## src/rtl/pcnms_ram.sv

```systemverilog
// pcnms_ram: generic single-write, single-read ram with registered read data
// no dependencies
module pcnms_ram #(
	parameter int WIDTH = 8,
	parameter int DEPTH = 64
) (
	input  logic                     clk,
	input  logic                     we,
	input  logic [$clog2(DEPTH)-1:0] waddr,
	input  logic [WIDTH-1:0]         wdata,
	input  logic [$clog2(DEPTH)-1:0] raddr,
	output logic [WIDTH-1:0]         rdata
);

	logic [WIDTH-1:0] mem [DEPTH];

	always_ff @(posedge clk) begin
		if (we) begin
			mem[waddr] <= wdata;
		end
		rdata <= mem[raddr];
	end

endmodule

```

## config.mk

```make
export PLATFORM = sky130hd
export DESIGN_NAME = pcnms_ram
export DESIGN_NICKNAME = d
export VERILOG_FILES = /design/src/rtl/pcnms_ram.sv
export SDC_FILE = /design/constraint.sdc
export NUM_CORES = 1
export LEC_CHECK = 0
export ABC_CLOCK_PERIOD_IN_PS = 2200
export BUFFER_PORTS_ARGS = -buffer_cell sky130_fd_sc_hd__clkbuf_2
export CORE_UTILIZATION = 35
export CTS_CLUSTER_DIAMETER = 200
export CTS_CLUSTER_SIZE = 10
export DETAILED_ROUTE_END_ITERATION = 10
export HOLD_SLACK_MARGIN = 0.05
export SETUP_SLACK_MARGIN = 0.1
export SLEW_MARGIN = 0
export SYNTH_ARGS = -nofsm -noshare
export SYNTH_HDL_FRONTEND = slang
export SYNTH_SLANG_ARGS = --single-unit
```

## constraint.sdc

```tcl
create_clock -name clk -period 2.2 [get_ports clk]
set_input_delay 0.44 -clock clk [delete_from_list [all_inputs] [get_ports clk]]
set_output_delay 0.44 -clock clk [all_outputs]
set_load 0.02 [all_outputs]
```

==> results.cfg <==
[detailed_routing]
drtPass1Iterations = 5
remaining_drc_errors = 0
num_vias = 9905
antenna_left = 0
wl_per_cell_um = 24.2
wl_mm = 46.5
vias_per_cell = 5.16
drt-initial-drc-count = 971

[placed_design]
place_inst = 1834
place_area_um2 = 22400
place_ws_ns = -0.345
port_buffers = 29
post-dp-hpwl_mm = 30.2
place_congestion = 0.822

[sta]
whs_ns = 0.338
grt_setup_unrepaired = false
worst_pin_slew_ns = 0.764
relSlewSlack_pct = 49.1
fin_worst_skew_ns = 0.0206
timing.final.crit_share_pct = 89.6
finalSetupViolations = 0
min_period_ns = 1.97
hold_viol_final = 0
postLayoutSetupSlackWorst_ns = 0.229
fmax_mhz = 507
slew_viol_final = 0

[setup_path]
worstSetupEndpointType = flop
cp-start-kind = flop
r2r_start = mem[3][3]$_DFFE_PP_
cp_max_fo = 1
cp-startpoint = mem[3][3]$_DFFE_PP_
crit_required_ns = 2.67
cp.arrival_ns = 2.44
critPathKind = flop to flop

[synthesis]
syn-instance-count = 940
syn_nets = 962
ys_seq_area_share_pct = 77.0
synth_top_area_cell = edfxtp_1
synth_edf_count = 512
synthFlopType = edfxtp_1
synth_top_area_share_pct = 76.2
synth_common_cells = 512 x edfxtp_1, 126 x mux4_2, 83 x nor2_1
yosysMostFrequentCell = edfxtp_1
syn_area_per_cell_um2 = 21.5
synthTopCellsByArea = edfxtp_1 76%, mux4_2 14%, nor2_1 1.5%
synth-seq-cells = 520
ys_types = 40
ys_warn_count = 0
async_flop_share_pct = 0
netlist_area_um2 = 20200

[worst_hold_path]
hold_path.startpoint = wdata[4]
hp-class = primary input to flop

[power_and_ir_drop]
peakVddDrop_uv = 542
leakage_uw = 0.00773
p_per_area_nw_per_um2 = 859

[clock_network]
hold_buffers = 0
cts_buffer_depth = 3
numCtsBuffers = 57
post_cts_resized = 0
h-tree-depth = 2
clk_latency_ns = 0.60
post_cts_buffers = 0
root_buffer = clkbuf_16
cts_sinks = 520
cts_tree = built
path_clk_slew_ns = 0.05

[floorplan]
start_util_pct = 35.6
fp.dieH_um = 242
num_rows = 87
die_area_um2 = 58600
ios = 30
coreArea_um2 = 56700
die_w_um = 242

[global_route]
grt_overflow = 0
antenna_found_initial = 4
grt_pass1_vias = 10300
grt_use_total_pct = 16.1
grt_pass1_wl_mm = 69.1
grt_max_degree = 65

[finish]
area_growth_pct = 18.8
finalInstanceArea_um2 = 24000
fin_cells = 1921
drive_above_1_share_pct = 33.5
layout.nets = 1159
fillers = 4879

[job]
drv_cap = 0

[status]
outcome = finished clean
per-layer routing:
| layer | track usage [%] | vias to the layer above | part of all wire, % |
|---|---|---|---|
| met4 | 5.21 | 4 | 2.3 |
| met3 | 2.74 | 81 | 5.5 |
| met1 | 22.2 | 5218 | 44 |
| met5 | 0 | - | 0.054 |
| met2 | 25.8 | 296 | 48 |
| li1 | - | 4306 | - |
worst paths after layout:
kind / end / slack [ns] / depth (start not counted)
worst min register to register: rdata[4]$_DFF_P_ / 0.85 / 3
worst min-delay path: mem[63][4]$_DFFE_PP_ / 0.34 / 2
worst max-delay path: rdata[3]$_DFF_P_ / 0.23 / 5
worst max register to register: rdata[3]$_DFF_P_ / 0.23 / 5
cells in the final DEF, fill, tap and decap left out, types with 14 or more instances in the layout:
master	instances
mux4_2	126
nand2_1	19
edfxtp_1	512
clkbuf_16	59
nor2_1	83
buf_4	145
buf_12	17
clkbuf_1	25
mux2i_1	23
clkbuf_2	26
nor2b_1	14
sequential cells by signal (all words and copies together), names as in the netlist:
name / flops
mem: 512
rdata: 8
metrics by stage:
step                      power, µW  util (%)  TNS (ns)
after global placement        12400      39.4     -1.73
after floorplan               11800         -         0
final                         20600      42.2         0
after detailed placement      12400      39.4     -2.00
after CTS                     20800      42.2         0
after global routing          21200      42.2         0
worst max-delay path, cell delays in order (launching register included):
cell       delay, ns
edfxtp_1        0.35
mux4_2          0.49
nor2b_1         0.17
a2111oi_0       0.54
buf_4           0.22
o41ai_1         0.07
kinds of logic (layout without fill, tap and decap cells):
family	count (synthesis)	after routing	share of synthesized area, %
other	0	2	0
AO/OA/AOI/OAI	54	54	2.07
flip-flops	520	520	77.0
AND/OR/NAND/NOR	153	153	3.39
multiplexers	162	162	15.9
buffers and inverters	51	274	1.57
where the power goes:
part,switching [µW],internal [µW]
logic,665,491
registers,46.9,11000
clock network,3560,4840
final cells by class:
cell class | count | area [µm²] | area share [%]
antenna | 2 | 5.00 | 0.0209
clock inverter | 1 | 8.76 | 0.0366
clock buffer | 84 | 1570 | 6.56
multi-input combinational | 369 | 4320 | 18.0
tap | 756 | 946 | 3.95
sequential | 520 | 15500 | 64.9
timing repair buffer | 189 | 1570 | 6.57
(Power assumes the default switching activity.)
