[src/rtl/pcnms_pkg.sv]
// pcnms_pkg: shared types and fixed field widths for the per-class box suppression block
// no dependencies
package pcnms_pkg;

	localparam int SCORE_W     = 16;
	localparam int CLASS_W     = 5;
	localparam int LIMIT_W     = 16;
	localparam int KIDX_W      = 6;
	localparam logic [LIMIT_W-1:0] LIMIT_RESET = 16'd19661;

	typedef enum logic [3:0] {
		ST_LOAD,
		ST_SORT_INIT,
		ST_SORT_SCAN,
		ST_SORT_WRITE,
		ST_I_READ,
		ST_I_CHECK,
		ST_A_WAIT,
		ST_J_READ,
		ST_J_CHECK,
		ST_B_TEST,
		ST_IOU_WAIT,
		ST_EMIT_READ,
		ST_EMIT_IDX,
		ST_EMIT_BOX,
		ST_EMIT_OUT
	} state_t;

endpackage

[src/rtl/pcnms_iou.sv]
// pcnms_iou: four-stage pipelined integer iou threshold test for two inclusive-corner boxes
// depends on pcnms_pkg for the threshold width
module pcnms_iou
	import pcnms_pkg::*;
#(
	parameter int CW = 14
) (
	input  logic               clk,
	input  logic               arst_n,
	input  logic               start,
	input  logic [LIMIT_W-1:0] limit,
	input  logic [4*CW-1:0]    box_a,
	input  logic [4*CW-1:0]    box_b,
	output logic               done,
	output logic               hit
);

	localparam int DW   = CW + 2;
	localparam int PW   = 2 * DW;
	localparam int UW   = PW + 2;
	localparam int CMPW = UW + LIMIT_W + 2;

	logic signed [DW-1:0] al, at, ar, ab, bl, bt, br, bb;
	logic signed [DW-1:0] iw_raw, ih_raw;
	logic signed [DW-1:0] iw_s1, ih_s1, wa_s1, ha_s1, wb_s1, hb_s1;
	logic signed [PW-1:0] inter_s2, area_a_s2, area_b_s2;
	logic signed [UW-1:0] uni_s3, inter_s3;
	logic                 v_s1, v_s2, v_s3;
	logic signed [CMPW-1:0] lhs, rhs;

	function automatic logic signed [DW-1:0] ext(input logic [CW-1:0] v);
		return {{2{v[CW-1]}}, v};
	endfunction

	assign al = ext(box_a[CW-1:0]);
	assign at = ext(box_a[2*CW-1:CW]);
	assign ar = ext(box_a[3*CW-1:2*CW]);
	assign ab = ext(box_a[4*CW-1:3*CW]);
	assign bl = ext(box_b[CW-1:0]);
	assign bt = ext(box_b[2*CW-1:CW]);
	assign br = ext(box_b[3*CW-1:2*CW]);
	assign bb = ext(box_b[4*CW-1:3*CW]);

	// overlap extents, clamped at zero
	assign iw_raw = ((ar < br) ? ar : br) - ((al > bl) ? al : bl) + DW'(1);
	assign ih_raw = ((ab < bb) ? ab : bb) - ((at > bt) ? at : bt) + DW'(1);

	always_ff @(posedge clk or negedge arst_n) begin
		if (!arst_n) begin
			v_s1 <= 1'b0;
			v_s2 <= 1'b0;
			v_s3 <= 1'b0;
			done <= 1'b0;
		end else begin
			v_s1 <= start;
			v_s2 <= v_s1;
			v_s3 <= v_s2;
			done <= v_s3;
		end
	end

	always_ff @(posedge clk) begin
		iw_s1     <= iw_raw[DW-1] ? '0 : iw_raw;
		ih_s1     <= ih_raw[DW-1] ? '0 : ih_raw;
		wa_s1     <= ar - al + DW'(1);
		ha_s1     <= ab - at + DW'(1);
		wb_s1     <= br - bl + DW'(1);
		hb_s1     <= bb - bt + DW'(1);
		inter_s2  <= iw_s1 * ih_s1;
		area_a_s2 <= wa_s1 * ha_s1;
		area_b_s2 <= wb_s1 * hb_s1;
		uni_s3    <= UW'(area_a_s2) + UW'(area_b_s2) - UW'(inter_s2);
		inter_s3  <= UW'(inter_s2);
		hit       <= (uni_s3 > 0) && (lhs > rhs);
	end

	assign lhs = CMPW'(inter_s3) <<< LIMIT_W;
	assign rhs = CMPW'($signed({1'b0, limit}) * uni_s3);

endmodule

[config.mk]
export PLATFORM = sky130hd
export DESIGN_NAME = pcnms_iou
export DESIGN_NICKNAME = d
export VERILOG_FILES = /design/src/rtl/pcnms_pkg.sv /design/src/rtl/pcnms_iou.sv
export SDC_FILE = /design/constraint.sdc
export NUM_CORES = 2
export LEC_CHECK = 0
export BUFFER_PORTS_ARGS = -buffer_cell sky130_fd_sc_hd__buf_2
export CORE_MARGIN = 2
export CORE_UTILIZATION = 40
export DETAILED_ROUTE_END_ITERATION = 8
export PLACE_DENSITY_LB_ADDON = 0.08
export SYNTH_ARGS = -nofsm -noshare
export SYNTH_HDL_FRONTEND = slang
export SYNTH_SLANG_ARGS = --single-unit
[constraint.sdc]
create_clock -name clk -period 10.65 [get_ports clk]
set_input_delay 1.5975 -clock clk [delete_from_list [all_inputs] [get_ports clk]]
set_output_delay 1.5975 -clock clk [all_outputs]
set_load 0.005 [all_outputs]
==> flow_metrics.py <==
metrics = {
    "finish": {
        "fin_util_pct": 43.2,
        "drive_gt1_share_pct": 4.61,
        "syn_to_final_growth_pct": 7.01,
        "final_common_cell": "inv_1",
        "final_cell_mix": "inv_1, fa_1, nand2_1",
        "nNetsFinal": 8803,
        "final_cell_area_um2": 64800,
    },
    "setup_path": {
        "path_max_fanout": 24,
        "crit_end": "hit$_DFF_P_",
        "crit_path_top_delay_cell": "fa_1",
        "cp_common_cell": "fa_1",
        "max_stage_delay_ns": 0.56,
        "crit_required_ns": 11.15,
        "cp-startpoint": "limit[2]",
        "crit_arrival_ns": 10.41,
        "r2r_start": "uni_s3[15]$_DFF_P_",
        "worst_r2r_path_depth": 31,
        "r2r_slack_ns": 1.21,
        "path_class": "in2reg",
        "crit_path_start_kind": "input port",
        "endpoint_kind": "register",
        "r2r-end": "hit$_DFF_P_",
    },
    "yosys": {
        "synthFlopType": "dfxtp_1",
        "synth.net_count": 8758,
        "synth_edf_count": 0,
        "synth_cell_types": 69,
        "ys_ff_latch": 257,
        "synth.avg_cell_area_um2": 9.02,
        "synthCells": 6716,
        "async_flop_share_pct": 1.56,
        "ys_seq_area_share_pct": 8.53,
        "yosys_warnings": 0,
        "syn-cell-area_um2": 60500,
    },
    "global_route": {
        "grt_remaining_overflow": 0,
        "grt_usage_pct": 22.4,
        "grt_pass1_vias": 47600,
        "grt_start_max_net_pins": 35,
        "antenna_found_initial": 2,
        "grt_pass1_wl_um": 268000,
    },
    "place": {
        "place.gp.congestion": 0.884,
        "placed_area_um2": 63500,
        "io_buffer_count": 132,
        "dpl.hpwl_um": 139000,
    },
    "timing": {
        "worst_pin_slew_ns": 1.14,
        "drv_slew": 0,
        "timing.final.crit_share_pct": 93.1,
        "setup_tns_ns": 0,
        "rsz0062_at_grt": "false",
        "skew_ns": 0.0400,
        "setup_violations": 0,
        "finalCriticalPeriod_ns": 9.91,
        "max_freq_mhz": 101,
        "relSlewSlack_pct": 23.9,
        "hold_viol": 0,
    },
    "clock_network": {
        "postCtsSetupBuffers": 0,
        "cts_tree": "built",
        "cts_inserted_buffers": 36,
        "post_cts_resized": 0,
        "cts_hold_buf": 0,
        "cts_max_level": 2,
        "clk_path_buf_depth": 3,
        "clk_pin_slew_ns": 0.05,
        "cts.sinks": 257,
        "clk_root_buffer_cell": "clkbuf_16",
        "clk-insertion-delay-late_ns": 0.62,
    },
    "routing": {
        "num_vias": 42800,
        "viasPerCell": 4.86,
        "ant_nets": 0,
        "firstDrtPassIters": 7,
        "drt-initial-drc-count": 1777,
        "drcViolationCount": 0,
        "wl_um": 163000,
        "wl_per_cell_um": 18.5,
    },
    "floorplan": {
        "initial_core_util_pct": 40.3,
        "dieHeight_um": 393,
        "dieArea_um2": 154000,
        "rows": 142,
        "die_x_um": 393,
        "top_level_ports": 133,
        "core_area_um2": 150000,
    },
    "hold_path": {
        "hp-class": "reg2reg",
    },
    "job": {
        "cap_violations": 0,
    },
    "status": {
        "status": "finished, final reports clean",
    },
}
==> sequential cells by signal, summed over array words and instances, names as in the netlist <==
| signal | count |
|---|---|
| area_b_s2 | 32 |
| inter_s3 | 30 |
| done | 1 |
| v_s3 | 1 |
| ih_s1 | 15 |
| v_s1 | 1 |
| area_a_s2 | 32 |
| wa_s1 | 16 |
| hit | 1 |
| uni_s3 | 34 |
| wb_s1 | 16 |
| hb_s1 | 16 |
| inter_s2 | 30 |
| v_s2 | 1 |
| ha_s1 | 16 |
| iw_s1 | 15 |
==> area by class of cell <==
| type | instances | area (um2) |
|---|---|---|
| clock buffers | 48 | 1020 |
| well taps | 2016 | 2520 |
| fillers | 15000 | 85300 |
| multi-input cells | 4592 | 48400 |
| repair buffers | 206 | 1230 |
| clock inverters | 17 | 219 |
| inverters | 1668 | 6260 |
| diodes | 3 | 7.51 |
| flip-flops and latches | 257 | 5160 |
==> how the worst min path moves through the flow <==
stage / from / to / slack [ns] / depth (start not counted)
6_report: v_s1$_DFF_PN0_ / v_s2$_DFF_PN0_ / 0.35 / 0
3_5_place_dp: v_s1$_DFF_PN0_ / v_s2$_DFF_PN0_ / 0.33 / 0
3_3_place_gp: v_s1$_DFF_PN0_ / v_s2$_DFF_PN0_ / 0.34 / 0
4_1_cts: v_s1$_DFF_PN0_ / v_s2$_DFF_PN0_ / 0.35 / 0
2_1_floorplan: v_s3$_DFF_PN0_ / done$_DFF_PN0_ / 0.33 / 0
5_1_grt: v_s3$_DFF_PN0_ / done$_DFF_PN0_ / 0.36 / 0
==> worst max-delay path, delay by kind of cell <==
kind / cells / cell delay [ns]
XOR/XNOR: 1 / 0.06
adder cells (fa/ha/maj): 8 / 3.78
AO/OA/AOI/OAI: 10 / 2.66
AND/OR/NAND/NOR: 7 / 1.28
buffers and inverters: 6 / 1.00
==> logic make-up after synthesis <==
group	share of synthesized area [%]
muxes	1.15
adders and majority gates	54.9
AOI/OAI and AO/OA	6.24
xor gates and xnor gates	3.27
and+or+nand+nor	14.3
buffers and inverters	11.6
DFF	8.53
==> Yosys cell counts, drive strengths merged (29+ instances only) <==
master / instances / area (um2)
nor2: 156 / 586
inv: 1668 / 6260
a21o: 92 / 691
fa: 1244 / 24900
clkbuf: 196 / 737
a21oi: 191 / 963
nor2b: 40 / 250
o21ai: 135 / 676
ha: 667 / 8350
mux2i: 37 / 370
xnor2: 163 / 1430
dfxtp: 253 / 5060
mux2: 29 / 327
nor3: 52 / 260
and2: 525 / 3280
nand2b: 56 / 350
xor2: 63 / 552
nand2: 837 / 3140
==> layer usage <==
metal / track usage (%) / vias up / part of all wire, %
li1: - / 20200 / -
met5: 0 / - / 0
met4: 4.65 / 0 / 2.0
met1: 30.8 / 21700 / 46
met3: 2.75 / 159 / 4.2
met2: 37.7 / 750 / 47
==> stage by stage <==
step,hold WS (ns),cells,setup WS [ns]
after floorplan,0.331,6716,0.991
after global placement,0.336,8739,0.323
after detailed placement,0.335,8739,0.192
after CTS,0.346,8804,0.732
after global routing,0.356,8805,0.0821
final,0.345,8807,0.737
Power is left out: the tool's default activity adds up to more than one toggle a clock period on the data nets, which glitch-free logic cannot reach.
